[src/snp_pp_pkg.sv]
// shared types, constants and helpers of the snp packet parser
package snp_pp_pkg;

  // payload fields are fixed at six bits (at most 60 data bytes)
  localparam int LEN_W = 6;
  localparam int PAYLOAD_DEPTH_DEF = 64;

  // header characters
  localparam logic [7:0] CH_S = 8'h73;
  localparam logic [7:0] CH_N = 8'h6e;
  localparam logic [7:0] CH_P = 8'h70;

  // running sum after a complete header
  localparam logic [15:0] SUM_INIT = 16'({8'h00, CH_S} + {8'h00, CH_N} + {8'h00, CH_P});

  // batch count field mask and single register length
  localparam logic [3:0] CNT_MASK = 4'hF;
  localparam logic [LEN_W-1:0] SINGLE_LEN = LEN_W'(4);

  // result status codes
  localparam logic ST_GOOD = 1'b0;
  localparam logic ST_BAD  = 1'b1;

  typedef enum logic [3:0] {
    PH_HUNT_S = 4'd0,
    PH_HUNT_N = 4'd1,
    PH_HUNT_P = 4'd2,
    PH_TYPE   = 4'd3,
    PH_ADDR   = 4'd4,
    PH_DATA   = 4'd5,
    PH_CK_HI  = 4'd6,
    PH_CK_LO  = 4'd7
  } phase_e;

  // one finished packet as seen by the back end
  typedef struct packed {
    logic             status;
    logic [7:0]       addr;
    logic [7:0]       ptype;
    logic [LEN_W-1:0] len;
  } desc_t;

  // front end to queue: payload write and descriptor push
  typedef struct packed {
    logic             we;
    logic [LEN_W-1:0] idx;
    logic [7:0]       data;
    logic             push;
    desc_t            desc;
  } fq_t;

  // queue to back end: oldest packet
  typedef struct packed {
    logic  valid;
    desc_t desc;
  } qb_t;

  // back end to queue: payload read and release
  typedef struct packed {
    logic             rd_en;
    logic [LEN_W-1:0] idx;
    logic             done;
  } bq_t;

  // one result item
  typedef struct packed {
    logic             status;
    logic [7:0]       addr;
    logic [7:0]       ptype;
    logic [LEN_W-1:0] len;
    logic [LEN_W-1:0] idx;
    logic [7:0]       data;
    logic             last;
  } res_t;

  // data length that a packet type byte announces
  function automatic logic [LEN_W-1:0] len_of_type(input logic [7:0] pt);
    logic [3:0] cnt;
    cnt = pt[5:2] & CNT_MASK;
    if (!pt[7]) begin
      return '0;
    end else if (pt[6]) begin
      return {cnt, 2'b00};
    end else begin
      return SINGLE_LEN;
    end
  endfunction

endpackage

[src/snp_pp_front.sv]
// front end: header hunt, field capture, running sum and payload writes
module snp_pp_front (
  input  logic              clk_i,
  input  logic              rst_ni,
  input  logic              acc_i,
  input  logic [7:0]        rx_byte_i,
  output snp_pp_pkg::fq_t   fq_o
);
  import snp_pp_pkg::*;

  phase_e           phase_q, phase_d;
  logic [7:0]       type_q, type_d;
  logic [7:0]       addr_q, addr_d;
  logic [LEN_W-1:0] len_q, len_d;
  logic [LEN_W-1:0] seen_q, seen_d;
  logic [15:0]      sum_q, sum_d;
  logic [7:0]       rxhi_q, rxhi_d;
  logic [15:0]      sum_add;
  logic [LEN_W-1:0] seen_inc;

  function automatic phase_e restart(input logic [7:0] b);
    return (b == CH_S) ? PH_HUNT_N : PH_HUNT_S;
  endfunction

  assign sum_add  = sum_q + {8'h00, rx_byte_i};
  assign seen_inc = seen_q + LEN_W'(1);

  always_ff @(posedge clk_i or negedge rst_ni) begin
    if (!rst_ni) begin
      phase_q <= PH_HUNT_S;
      type_q  <= '0;
      addr_q  <= '0;
      len_q   <= '0;
      seen_q  <= '0;
      sum_q   <= '0;
      rxhi_q  <= '0;
    end else begin
      phase_q <= phase_d;
      type_q  <= type_d;
      addr_q  <= addr_d;
      len_q   <= len_d;
      seen_q  <= seen_d;
      sum_q   <= sum_d;
      rxhi_q  <= rxhi_d;
    end
  end

  always_comb begin
    phase_d = phase_q;
    type_d  = type_q;
    addr_d  = addr_q;
    len_d   = len_q;
    seen_d  = seen_q;
    sum_d   = sum_q;
    rxhi_d  = rxhi_q;
    fq_o    = '0;
    if (acc_i) begin
      unique case (phase_q)
        PH_HUNT_N: begin
          phase_d = (rx_byte_i == CH_N) ? PH_HUNT_P : restart(rx_byte_i);
        end
        PH_HUNT_P: begin
          if (rx_byte_i == CH_P) begin
            phase_d = PH_TYPE;
            sum_d   = SUM_INIT;
          end else begin
            phase_d = restart(rx_byte_i);
          end
        end
        PH_TYPE: begin
          type_d  = rx_byte_i;
          len_d   = len_of_type(rx_byte_i);
          sum_d   = sum_add;
          phase_d = PH_ADDR;
        end
        PH_ADDR: begin
          addr_d  = rx_byte_i;
          sum_d   = sum_add;
          seen_d  = '0;
          phase_d = (len_q == '0) ? PH_CK_HI : PH_DATA;
        end
        PH_DATA: begin
          fq_o.we   = 1'b1;
          fq_o.idx  = seen_q;
          fq_o.data = rx_byte_i;
          sum_d     = sum_add;
          seen_d    = seen_inc;
          if (seen_inc >= len_q) begin
            phase_d = PH_CK_HI;
          end
        end
        PH_CK_HI: begin
          rxhi_d  = rx_byte_i;
          phase_d = PH_CK_LO;
        end
        PH_CK_LO: begin
          fq_o.push        = 1'b1;
          fq_o.desc.status = ({rxhi_q, rx_byte_i} != sum_q) ? ST_BAD : ST_GOOD;
          fq_o.desc.addr   = addr_q;
          fq_o.desc.ptype  = type_q;
          fq_o.desc.len    = len_q;
          phase_d          = PH_HUNT_S;
        end
        default: begin
          phase_d = restart(rx_byte_i);
        end
      endcase
    end
  end

endmodule

[src/snp_pp_queue.sv]
// two-packet queue between front and back: descriptors and banked payload memory
module snp_pp_queue #(
  parameter int PAYLOAD_DEPTH = snp_pp_pkg::PAYLOAD_DEPTH_DEF
) (
  input  logic              clk_i,
  input  logic              rst_ni,
  input  snp_pp_pkg::fq_t   fq_i,
  output logic              full_o,
  output snp_pp_pkg::qb_t   qb_o,
  input  snp_pp_pkg::bq_t   bq_i,
  output logic [7:0]        rd_data_o
);
  import snp_pp_pkg::*;

  localparam int AW = $clog2(PAYLOAD_DEPTH);
  localparam int MEM_DEPTH = 2 * (2 ** AW);

  logic [7:0] mem [MEM_DEPTH];
  desc_t      desc_q [2];
  logic [1:0] busy_q, busy_d;
  logic       wr_bank_q;
  logic       rd_bank_q;

  assign full_o = busy_q[wr_bank_q];

  always_comb begin
    busy_d = busy_q;
    if (fq_i.push) begin
      busy_d[wr_bank_q] = 1'b1;
    end
    if (bq_i.done) begin
      busy_d[rd_bank_q] = 1'b0;
    end
  end

  always_ff @(posedge clk_i or negedge rst_ni) begin
    if (!rst_ni) begin
      busy_q    <= '0;
      wr_bank_q <= 1'b0;
      rd_bank_q <= 1'b0;
    end else begin
      busy_q <= busy_d;
      if (fq_i.push) begin
        wr_bank_q <= ~wr_bank_q;
      end
      if (bq_i.done) begin
        rd_bank_q <= ~rd_bank_q;
      end
    end
  end

  always_ff @(posedge clk_i) begin
    if (fq_i.push) begin
      desc_q[wr_bank_q] <= fq_i.desc;
    end
  end

  // payload memory, one bank per queued packet
  always_ff @(posedge clk_i) begin
    if (fq_i.we) begin
      mem[{wr_bank_q, fq_i.idx[AW-1:0]}] <= fq_i.data;
    end
  end

  always_ff @(posedge clk_i) begin
    if (bq_i.rd_en) begin
      rd_data_o <= mem[{rd_bank_q, bq_i.idx[AW-1:0]}];
    end
  end

  assign qb_o.valid = busy_q[rd_bank_q];
  assign qb_o.desc  = desc_q[rd_bank_q];

  a_wr_free_bank: assert property (@(posedge clk_i) disable iff (!rst_ni)
    (fq_i.we || fq_i.push) |-> !busy_q[wr_bank_q])
    else $error("front writes into a bank still owned by the back end");

  a_done_owned: assert property (@(posedge clk_i) disable iff (!rst_ni)
    bq_i.done |-> busy_q[rd_bank_q])
    else $error("back end releases a bank it does not own");

endmodule

[src/snp_pp_back.sv]
// back end: walks a queued packet and emits its results through a small output fifo
module snp_pp_back (
  input  logic              clk_i,
  input  logic              rst_ni,
  input  snp_pp_pkg::qb_t   qb_i,
  output snp_pp_pkg::bq_t   bq_o,
  input  logic [7:0]        rd_data_i,
  input  logic              pop_i,
  output logic              empty_o,
  output snp_pp_pkg::res_t  res_o
);
  import snp_pp_pkg::*;

  localparam int OQ_DEPTH = 4;
  localparam int OQ_AW = $clog2(OQ_DEPTH);
  localparam int OQ_CW = OQ_AW + 1;

  logic [LEN_W-1:0] idx_q, idx_d;
  logic [LEN_W-1:0] n_res;
  logic [LEN_W-1:0] idx_inc;
  logic             use_mem;
  logic             last;
  logic             room;
  logic             issue;

  logic             s1_valid_q;
  logic             s1_mem_q;
  res_t             s1_res_q;
  res_t             push_res;

  res_t             oq_mem [OQ_DEPTH];
  logic [OQ_AW-1:0] wr_ptr_q, rd_ptr_q;
  logic [OQ_CW-1:0] cnt_q, cnt_d;
  logic             do_pop;

  // a good packet with data gives one result per byte, anything else one result
  assign use_mem = (qb_i.desc.status == ST_GOOD) && (qb_i.desc.len != '0);
  assign n_res   = use_mem ? qb_i.desc.len : LEN_W'(1);
  assign idx_inc = idx_q + LEN_W'(1);
  assign last    = (idx_inc == n_res);

  // reserve a fifo slot for the read in flight
  assign room  = ({1'b0, cnt_q} + {{OQ_CW{1'b0}}, s1_valid_q}) < (OQ_CW + 1)'(OQ_DEPTH);
  assign issue = qb_i.valid && room;

  assign bq_o.rd_en = issue;
  assign bq_o.idx   = idx_q;
  assign bq_o.done  = issue && last;

  always_comb begin
    idx_d = idx_q;
    if (issue) begin
      idx_d = last ? '0 : idx_inc;
    end
  end

  always_ff @(posedge clk_i or negedge rst_ni) begin
    if (!rst_ni) begin
      idx_q      <= '0;
      s1_valid_q <= 1'b0;
    end else begin
      idx_q      <= idx_d;
      s1_valid_q <= issue;
    end
  end

  always_ff @(posedge clk_i) begin
    if (issue) begin
      s1_mem_q        <= use_mem;
      s1_res_q.status <= qb_i.desc.status;
      s1_res_q.addr   <= qb_i.desc.addr;
      s1_res_q.ptype  <= qb_i.desc.ptype;
      s1_res_q.len    <= qb_i.desc.len;
      s1_res_q.idx    <= idx_q;
      s1_res_q.data   <= '0;
      s1_res_q.last   <= last;
    end
  end

  always_comb begin
    push_res      = s1_res_q;
    push_res.data = s1_mem_q ? rd_data_i : 8'h00;
  end

  // output fifo
  assign do_pop  = pop_i && (cnt_q != '0);
  assign empty_o = (cnt_q == '0);
  assign res_o   = oq_mem[rd_ptr_q];

  always_comb begin
    cnt_d = cnt_q;
    if (s1_valid_q && !do_pop) begin
      cnt_d = cnt_q + OQ_CW'(1);
    end else if (!s1_valid_q && do_pop) begin
      cnt_d = cnt_q - OQ_CW'(1);
    end
  end

  always_ff @(posedge clk_i or negedge rst_ni) begin
    if (!rst_ni) begin
      wr_ptr_q <= '0;
      rd_ptr_q <= '0;
      cnt_q    <= '0;
    end else begin
      cnt_q <= cnt_d;
      if (s1_valid_q) begin
        wr_ptr_q <= wr_ptr_q + OQ_AW'(1);
      end
      if (do_pop) begin
        rd_ptr_q <= rd_ptr_q + OQ_AW'(1);
      end
    end
  end

  always_ff @(posedge clk_i) begin
    if (s1_valid_q) begin
      oq_mem[wr_ptr_q] <= push_res;
    end
  end

  a_fifo_bound: assert property (@(posedge clk_i) disable iff (!rst_ni)
    cnt_q <= OQ_CW'(OQ_DEPTH))
    else $error("output fifo overflow");

  a_idx_restart: assert property (@(posedge clk_i) disable iff (!rst_ni)
    bq_o.done |=> (idx_q == '0))
    else $error("result index not restarted after a packet");

endmodule

[src/snp_packet_parser_core.sv]
// top level of the snp packet parser: front end, packet queue and back end
// after the checksum low byte a result passes queue, back-end stage and output fifo
// a byte per cycle in; a result per cycle out while a packet drains and fifo has room
// input stalls (full high) only when both payload banks hold packets not yet fully read
// reset: asynchronous active low; hunting restarts, queue and output fifo empty
// payload memory needs no clearing: every entry used was written for the same packet
module snp_packet_parser_core #(
  parameter int PAYLOAD_DEPTH = snp_pp_pkg::PAYLOAD_DEPTH_DEF
) (
  input  logic                         clk_i,
  input  logic                         rst_ni,
  // byte input, queue style
  input  logic                         push,
  output logic                         full,
  input  logic [7:0]                   rx_byte_i,
  // result output, queue style
  output logic                         empty,
  input  logic                         pop,
  output logic                         status_o,
  output logic [7:0]                   reg_address_o,
  output logic [7:0]                   packet_type_o,
  output logic [snp_pp_pkg::LEN_W-1:0] payload_length_o,
  output logic [snp_pp_pkg::LEN_W-1:0] byte_index_o,
  output logic [7:0]                   payload_byte_o,
  output logic                         last_o
);
  import snp_pp_pkg::*;

  fq_t        fq;
  qb_t        qb;
  bq_t        bq;
  res_t       res;
  logic [7:0] rd_data;
  logic       acc;

  // a byte transfer happens whenever a byte is pushed and the front bank is free
  assign acc = push && !full;

  // front: hunt, classify and buffer
  snp_pp_front u_front (
    .clk_i     (clk_i),
    .rst_ni    (rst_ni),
    .acc_i     (acc),
    .rx_byte_i (rx_byte_i),
    .fq_o      (fq)
  );

  // queue: two banks, so one packet can fill while the other drains
  snp_pp_queue #(
    .PAYLOAD_DEPTH (PAYLOAD_DEPTH)
  ) u_queue (
    .clk_i     (clk_i),
    .rst_ni    (rst_ni),
    .fq_i      (fq),
    .full_o    (full),
    .qb_o      (qb),
    .bq_i      (bq),
    .rd_data_o (rd_data)
  );

  // back: one result per cycle into the output fifo while it has room
  snp_pp_back u_back (
    .clk_i     (clk_i),
    .rst_ni    (rst_ni),
    .qb_i      (qb),
    .bq_o      (bq),
    .rd_data_i (rd_data),
    .pop_i     (pop),
    .empty_o   (empty),
    .res_o     (res)
  );

  assign status_o         = res.status;
  assign reg_address_o    = res.addr;
  assign packet_type_o    = res.ptype;
  assign payload_length_o = res.len;
  assign byte_index_o     = res.idx;
  assign payload_byte_o   = res.data;
  assign last_o           = res.last;

endmodule

[config.mk]
export PLATFORM = sky130hd
export DESIGN_NAME = snp_packet_parser_core
export DESIGN_NICKNAME = d
export VERILOG_FILES = /design/src/snp_pp_pkg.sv /design/src/snp_pp_front.sv /design/src/snp_pp_queue.sv /design/src/snp_pp_back.sv /design/src/snp_packet_parser_core.sv
export SDC_FILE = /design/constraint.sdc
export NUM_CORES = 1
export LEC_CHECK = 0
export BUFFER_PORTS_ARGS = -buffer_cell sky130_fd_sc_hd__buf_2
export CAP_MARGIN = 20
export CORE_MARGIN = 8
export CORE_UTILIZATION = 40
export DETAILED_ROUTE_END_ITERATION = 6
export PLACE_DENSITY_LB_ADDON = 0.08
export SETUP_SLACK_MARGIN = 0.4
export SYNTH_ARGS = -nofsm -noshare
export SYNTH_HDL_FRONTEND = slang
export SYNTH_SLANG_ARGS = --single-unit
[constraint.sdc]
create_clock -name clk_i -period 6 [get_ports clk_i]
set_clock_uncertainty 0.05 [all_clocks]
set_input_delay 1.2 -clock clk_i [delete_from_list [all_inputs] [get_ports clk_i]]
set_output_delay 1.2 -clock clk_i [all_outputs]
set_load 0.05 [all_outputs]
* Yosys cells after proc, flatten, opt, wreduce, memory -nomap -nowiden
Memories as Yosys holds them, arrays and structs flattened. A register that Yosys moved wholly into a read port is not among the register bits.
Cells that the tools add are included.
** Cells by class
- Add/sub/neg operators :: 8
- Equality and inequality tests :: 14
- Bitwise gates (word level) :: 6
- Shifts and indexed selects :: 0
- Reduce and logical (&&, ||, !) cells :: 26
- Order comparisons :: 6
- Muxes and demuxes :: 36
- Multipliers :: 0
- Div/mod/pow operators :: 0
** Operators by type and width (number)
- $mux W39 :: 1
- $pmux W16 S2 :: 1
- $pmux W4 S7 :: 1
- $eq A8 B7 Y1 const B :: 3
- $mux W24 :: 1
- $mux W6 :: 4
- $add A16 B8 Y16 :: 1
- $eq A4 B3 Y1 const B :: 4
- $mux W16 :: 1
- $ne A16 B16 Y1 :: 1
- $mux W15 :: 1
- $mux W1 :: 14
- $add A6 B1 Y6 const B :: 2
- $mux W4 :: 3
- $pmux W6 S2 :: 1
- $reduce_and A2 Y1 :: 5
- $logic_and A1 B1 Y1 :: 9
- $eq A4 B2 Y1 const B :: 2
- $mux W8 :: 1
- $eq A6 B6 Y1 :: 1
- $ge A6 B6 Y1 :: 1
- $logic_not A6 Y1 :: 1
- $mux W2 :: 3
- $mux W3 :: 2
- 21 further kinds :: 32
** Storage, ports and cells
- Memory bits (read-only) :: 0
- Logic and storage cells :: 121
- Register bits after elaboration :: 105
- Input port bits :: 12
- Memory bits (writable) :: 1222
- Memories :: 3
- Bits in latches :: 0
** Memories
- u_queue.mem :: words 128, width 8, read ports 1, clocked after memory_dff 1, write ports 1, line snp_pp_queue.sv:18 : logic [7:0] mem [MEM_DEPTH];
- u_back.oq_mem :: words 4, width 38, read ports 1, clocked after memory_dff 0, write ports 1, line snp_pp_back.sv:31 : res_t oq_mem [OQ_DEPTH];
- u_queue.desc_q :: words 2, width 23, read ports 1, clocked after memory_dff 0, write ports 1, line snp_pp_queue.sv:19 : desc_t desc_q [2];

* Depth between registers and ports, before layout
- Word-level depth :: 8
- Depth in mapped cells :: 10
- Mapped depth without buffers :: 10

* Cells and area by module
A second synthesis with hierarchy kept.
** Second synthesis, totals
- Cell total of the unflattened synthesis :: 2404
- Area total of the unflattened synthesis :: 52291.4 µm²
** By module, submodules not included
- snp_pp_queue :: area an instance 41538.6 µm², cells each 1714, instances 1, sequential area each 32471.1 µm²
- snp_pp_back :: area an instance 7512.2 µm², cells each 353, instances 1, sequential area each 5845.6 µm²
- snp_pp_front :: area an instance 3226.8 µm², cells each 336, instances 1, sequential area each 1326.3 µm²
- snp_packet_parser_core :: area an instance 13.8 µm², cells each 1, instances 1, sequential area each 0.0 µm²

* Least setup slack after synthesis
Ideal clock, no wire load.
- Path kind :: input to register
- Start point :: input push
- End point :: memory u_queue.mem[0][0], data pin
- Path slack :: 1.959 ns
- Path buffers :: 1
- Stages :: 4
- Data arrival time :: 3.456 ns
- Required time :: 5.416 ns
- Cells stage by stage :: nand3_1 > nor2_1 > clkbuf_1 > and2_1
** RTL lines
- start, declared :: line snp_packet_parser_core.sv:13 : input logic push,
- end, declared :: line snp_pp_queue.sv:18

* Worst setup path in the final report
- Start point :: register u_front.phase_q[2]
- End point :: memory u_queue.mem[125][7], enable pin
** On the way
- Cells in the longest elaborated chain, start to end :: 5
** RTL lines
- start, declared :: line snp_pp_front.sv:11 : phase_e phase_q, phase_d;
- start signal, assigned :: line snp_pp_front.sv:38 : phase_q <= phase_d;
- $eq A4 B3 Y1 (*) :: line snp_pp_front.sv:58 : unique case (phase_q)
- $mux W15 (*) :: line snp_pp_front.sv:58
- $mux W39 (*) :: line snp_pp_front.sv:57 : if (acc_i) begin
- $mux W1 :: line snp_pp_queue.sv:60 : if (fq_i.we) begin
- $mux W1 (implied by the code) :: line snp_pp_queue.sv:61 : mem[{wr_bank_q, fq_i.idx[AW-1:0]}] <= fq_i.data;
Every way passes the cells marked *; elsewhere a longest branch is shown, timed or not.

==> results.py <==
metrics = {
    "die": {
        "fp.dieW_um": 375,
        "die-area_sq_mm": 0.141,
        "start_util": 0.404,
        "ios": 52,
        "coreArea_sq_mm": 0.128,
        "fp.dieH_um": 375,
        "rows": 131,
    },
    "yosys": {
        "ys_seq_elements": 1318,
        "seq_area_frac_synth": 0.761,
        "netlist-cell-type-count": 75,
        "netlist_area_sq_mm": 0.0516,
        "ys_dominant_reg_cell": "edfxtp_1",
        "yosys.area.top_type_share": 0.726,
        "synth_top_cell_by_area": "edfxtp_1",
        "yosysWarnings": 0,
        "synthTopCellsByArea": "edfxtp_1 73%, mux4_2 10%, dfrtp_1 3.4%",
        "postSynthAreaPerCell_sq_um": 19.7,
        "synthArstFlopShare": 0.0539,
        "synth_edf_count": 1247,
        "synth_cells": 2623,
    },
    "final_layout": {
        "drive_above_1_share": 0.215,
        "final_common_cell": "edfxtp_1",
        "fill_cells": 10700,
        "mostFrequentLayoutCells": "1247 x edfxtp_1, 228 x mux4_2, 152 x nor2_1",
        "nNetsFinal": 2758,
        "stdcell_area_sq_mm": 0.0583,
        "antenna_cells": 0,
        "area_growth_pct": 13.1,
    },
    "cts": {
        "cts_max_level": 4,
        "ctsHoldBuffers": 0,
        "cts.sinks": 1318,
        "postCtsSetupBuffers": 0,
        "clock_latency_ns": 0.75,
        "cts_repair_resize_count": 0,
        "ctsLongestPathBuffers": 3,
        "root_buffer": "clkbuf_16",
        "cts_buffers": 142,
        "cts_tree": "yes",
        "cts.clk_slew.worst_paths_ns": 0.06,
    },
    "job": {
        "drv_cap": 0,
    },
    "routing": {
        "first_iter_violations": 2386,
        "viasPerCell": 5.62,
        "dr_wl_met2_um": 58400,
        "drt-pass1-iter-count": 5,
        "route.vias.total": 25300,
        "wl_per_cell_um": 27.6,
        "drtAntennaViolNets": 0,
        "drc": 0,
        "wl_met1_um": 56200,
        "highest_layer": "met4",
        "met3_length_um": 6500,
        "drt_wl_total_um": 124000,
    },
    "setup_path": {
        "critPathMaxStageDelay_ns": 0.63,
        "crit_path_start_kind": "register",
        "crit_path_start": "u_front.phase_q[2]",
        "crit_path_end_kind": "register",
        "path_cells": "buf_4 > nor2b_1 > nand3_1 > nor2_1 > buf_4 > and3_1 > nand3_1 > nor2_1",
        "crit_type": "reg -> reg",
        "r2r_setup_slack_ns": 1.76,
        "path_max_fanout": 30,
        "cp_slowest_cell": "nor2_1",
        "cp.required_ns": 6.31,
        "critPathArrivalTime_ns": 4.55,
        "timing.rr.start": "u_front.phase_q[2]",
    },
    "power": {
        "p_total_mw": 21.7,
        "p_int_mw": 16.2,
        "powerDensity_mw_per_mm2": 373,
        "clkPwrFrac": 0.385,
        "swShare": 0.254,
        "power.leakage_nw": 19.5,
        "power.switching_mw": 5.52,
        "pwr-share-comb": 0.124,
        "ir_worst_vdd_mv": 0.281,
        "p_seq_frac": 0.491,
    },
    "sta": {
        "fin_crit_ns": 4.24,
        "slew_headroom": 0.263,
        "rsz0062_at_grt": "no",
        "clock.fmax_mhz": 236,
        "tns_ns": 0,
        "fin_crit_sh": 0.706,
        "tightest_slew_ns": 1.10,
        "finalSetupViolCount": 0,
        "hold_viol_final": 0,
        "drv_slew": 0,
    },
    "place": {
        "port_buffers": 49,
        "gp_congestion": 0.807,
        "placed_cell_area_sq_mm": 0.0538,
        "place_hpwl_um": 75700,
    },
    "global_route": {
        "grt_pass1_vias": 26400,
        "grt-ovfl-total": 0,
        "grt_max_degree": 83,
        "grtUsageTotal": 0.175,
        "grt_pass1_wl_um": 184000,
        "antenna_found_initial": 1,
    },
    "worst_hold_path": {
        "worstHoldPathType": "in -> async",
    },
    "run_status": {
        "outcome": "complete, no violations",
    },
}
-- through the flow --
stage,worst slack (ns),instances,utilization,hold slack [ns]
2_1_floorplan,1.96,2624,-,0.370
3_3_place_gp,1.75,4240,0.422,0.413
3_5_place_dp,1.68,4240,0.422,0.418
4_1_cts,1.71,4498,0.457,0.209
5_1_grt,1.41,4500,0.457,0.219
6_report,1.76,4500,0.457,0.251
-- layout make-up --
type | count | area, sq um | share of cell area
flip-flops and latches | 1318 | 39200 | 0.673
multi-input cells | 1138 | 11700 | 0.200
clock buffers | 189 | 3820 | 0.0656
well taps | 1662 | 2080 | 0.0357
repair buffers | 106 | 821 | 0.0141
clock inverters | 69 | 629 | 0.0108
inverters | 18 | 67.6 | 0.00116
-- worst max-delay path: cells and delay by family (launching register included) --
kind,cells,cell delay [ns]
DFF,1,0.32
buffers and inverters,2,0.52
and+or+nand+nor,6,2.97
-- worst paths after layout --
kind | to | cells after the start
setup / recovery | u_queue.mem[125][7] | 8
hold / removal | u_front.sum_q[3] | 1
setup reg to reg | u_queue.mem[125][7] | 8
hold reg to reg | u_back.rd_ptr_q[1] | 1
max in group asynchronous | u_back.idx_q[1] | 2
min in group clk_i | u_back.rd_ptr_q[1] | 1
-- synth_stat cells, types with 32 or more instances --
library cell  number
a22o_1            34
o221ai_1          32
nand2_1           57
a22oi_1           50
a21oi_1           45
o22ai_1           34
dfrtp_1           71
a211oi_1          65
edfxtp_1        1247
clkbuf_1          86
nor2_1           153
mux2_2            45
mux4_2           228
buf_2             33
mux2i_1          129
-- sequential cells by signal, summed over array words and instances, names as in the netlist, 8 cells and up --
signal	cells
u_front.sum_q	16
u_queue.mem	1024
u_queue.desc_q	42
u_back.push_res	28
u_queue.rd_data_o	8
u_back.oq_mem	144
u_front.addr_q	8
u_front.rxhi_q	8
u_front.type_q	8
-- metal layers --
| layer | GRT usage | vias up |
|---|---|---|
| li1 | - | 11000 |
| met1 | 0.248 | 13300 |
| met2 | 0.280 | 745 |
| met3 | 0.0300 | 200 |
| met4 | 0.0544 | 0 |
| met5 | 0 | - |
-- logic make-up after synthesis --
kind of cell / synth area share
adders and majority gates: 0.00563
and+or+nand+nor: 0.0320
DFF: 0.761
AOI/OAI and AO/OA: 0.0465
muxes: 0.135
other: 0.0000727
xor gates and xnor gates: 0.00543
buffers and inverters: 0.0149
-- power groups by stage --
stage	Combinational, mW	Sequential, mW	Clock, mW
2_1_floorplan	2.02	10.8	0
3_3_place_gp	2.71	10.9	0
3_5_place_dp	2.74	10.9	0
4_1_cts	2.74	10.7	8.57
5_1_grt	2.91	10.7	8.92
6_report	2.69	10.7	8.36
No activity file was read; power rests on OpenSTA's default activity.
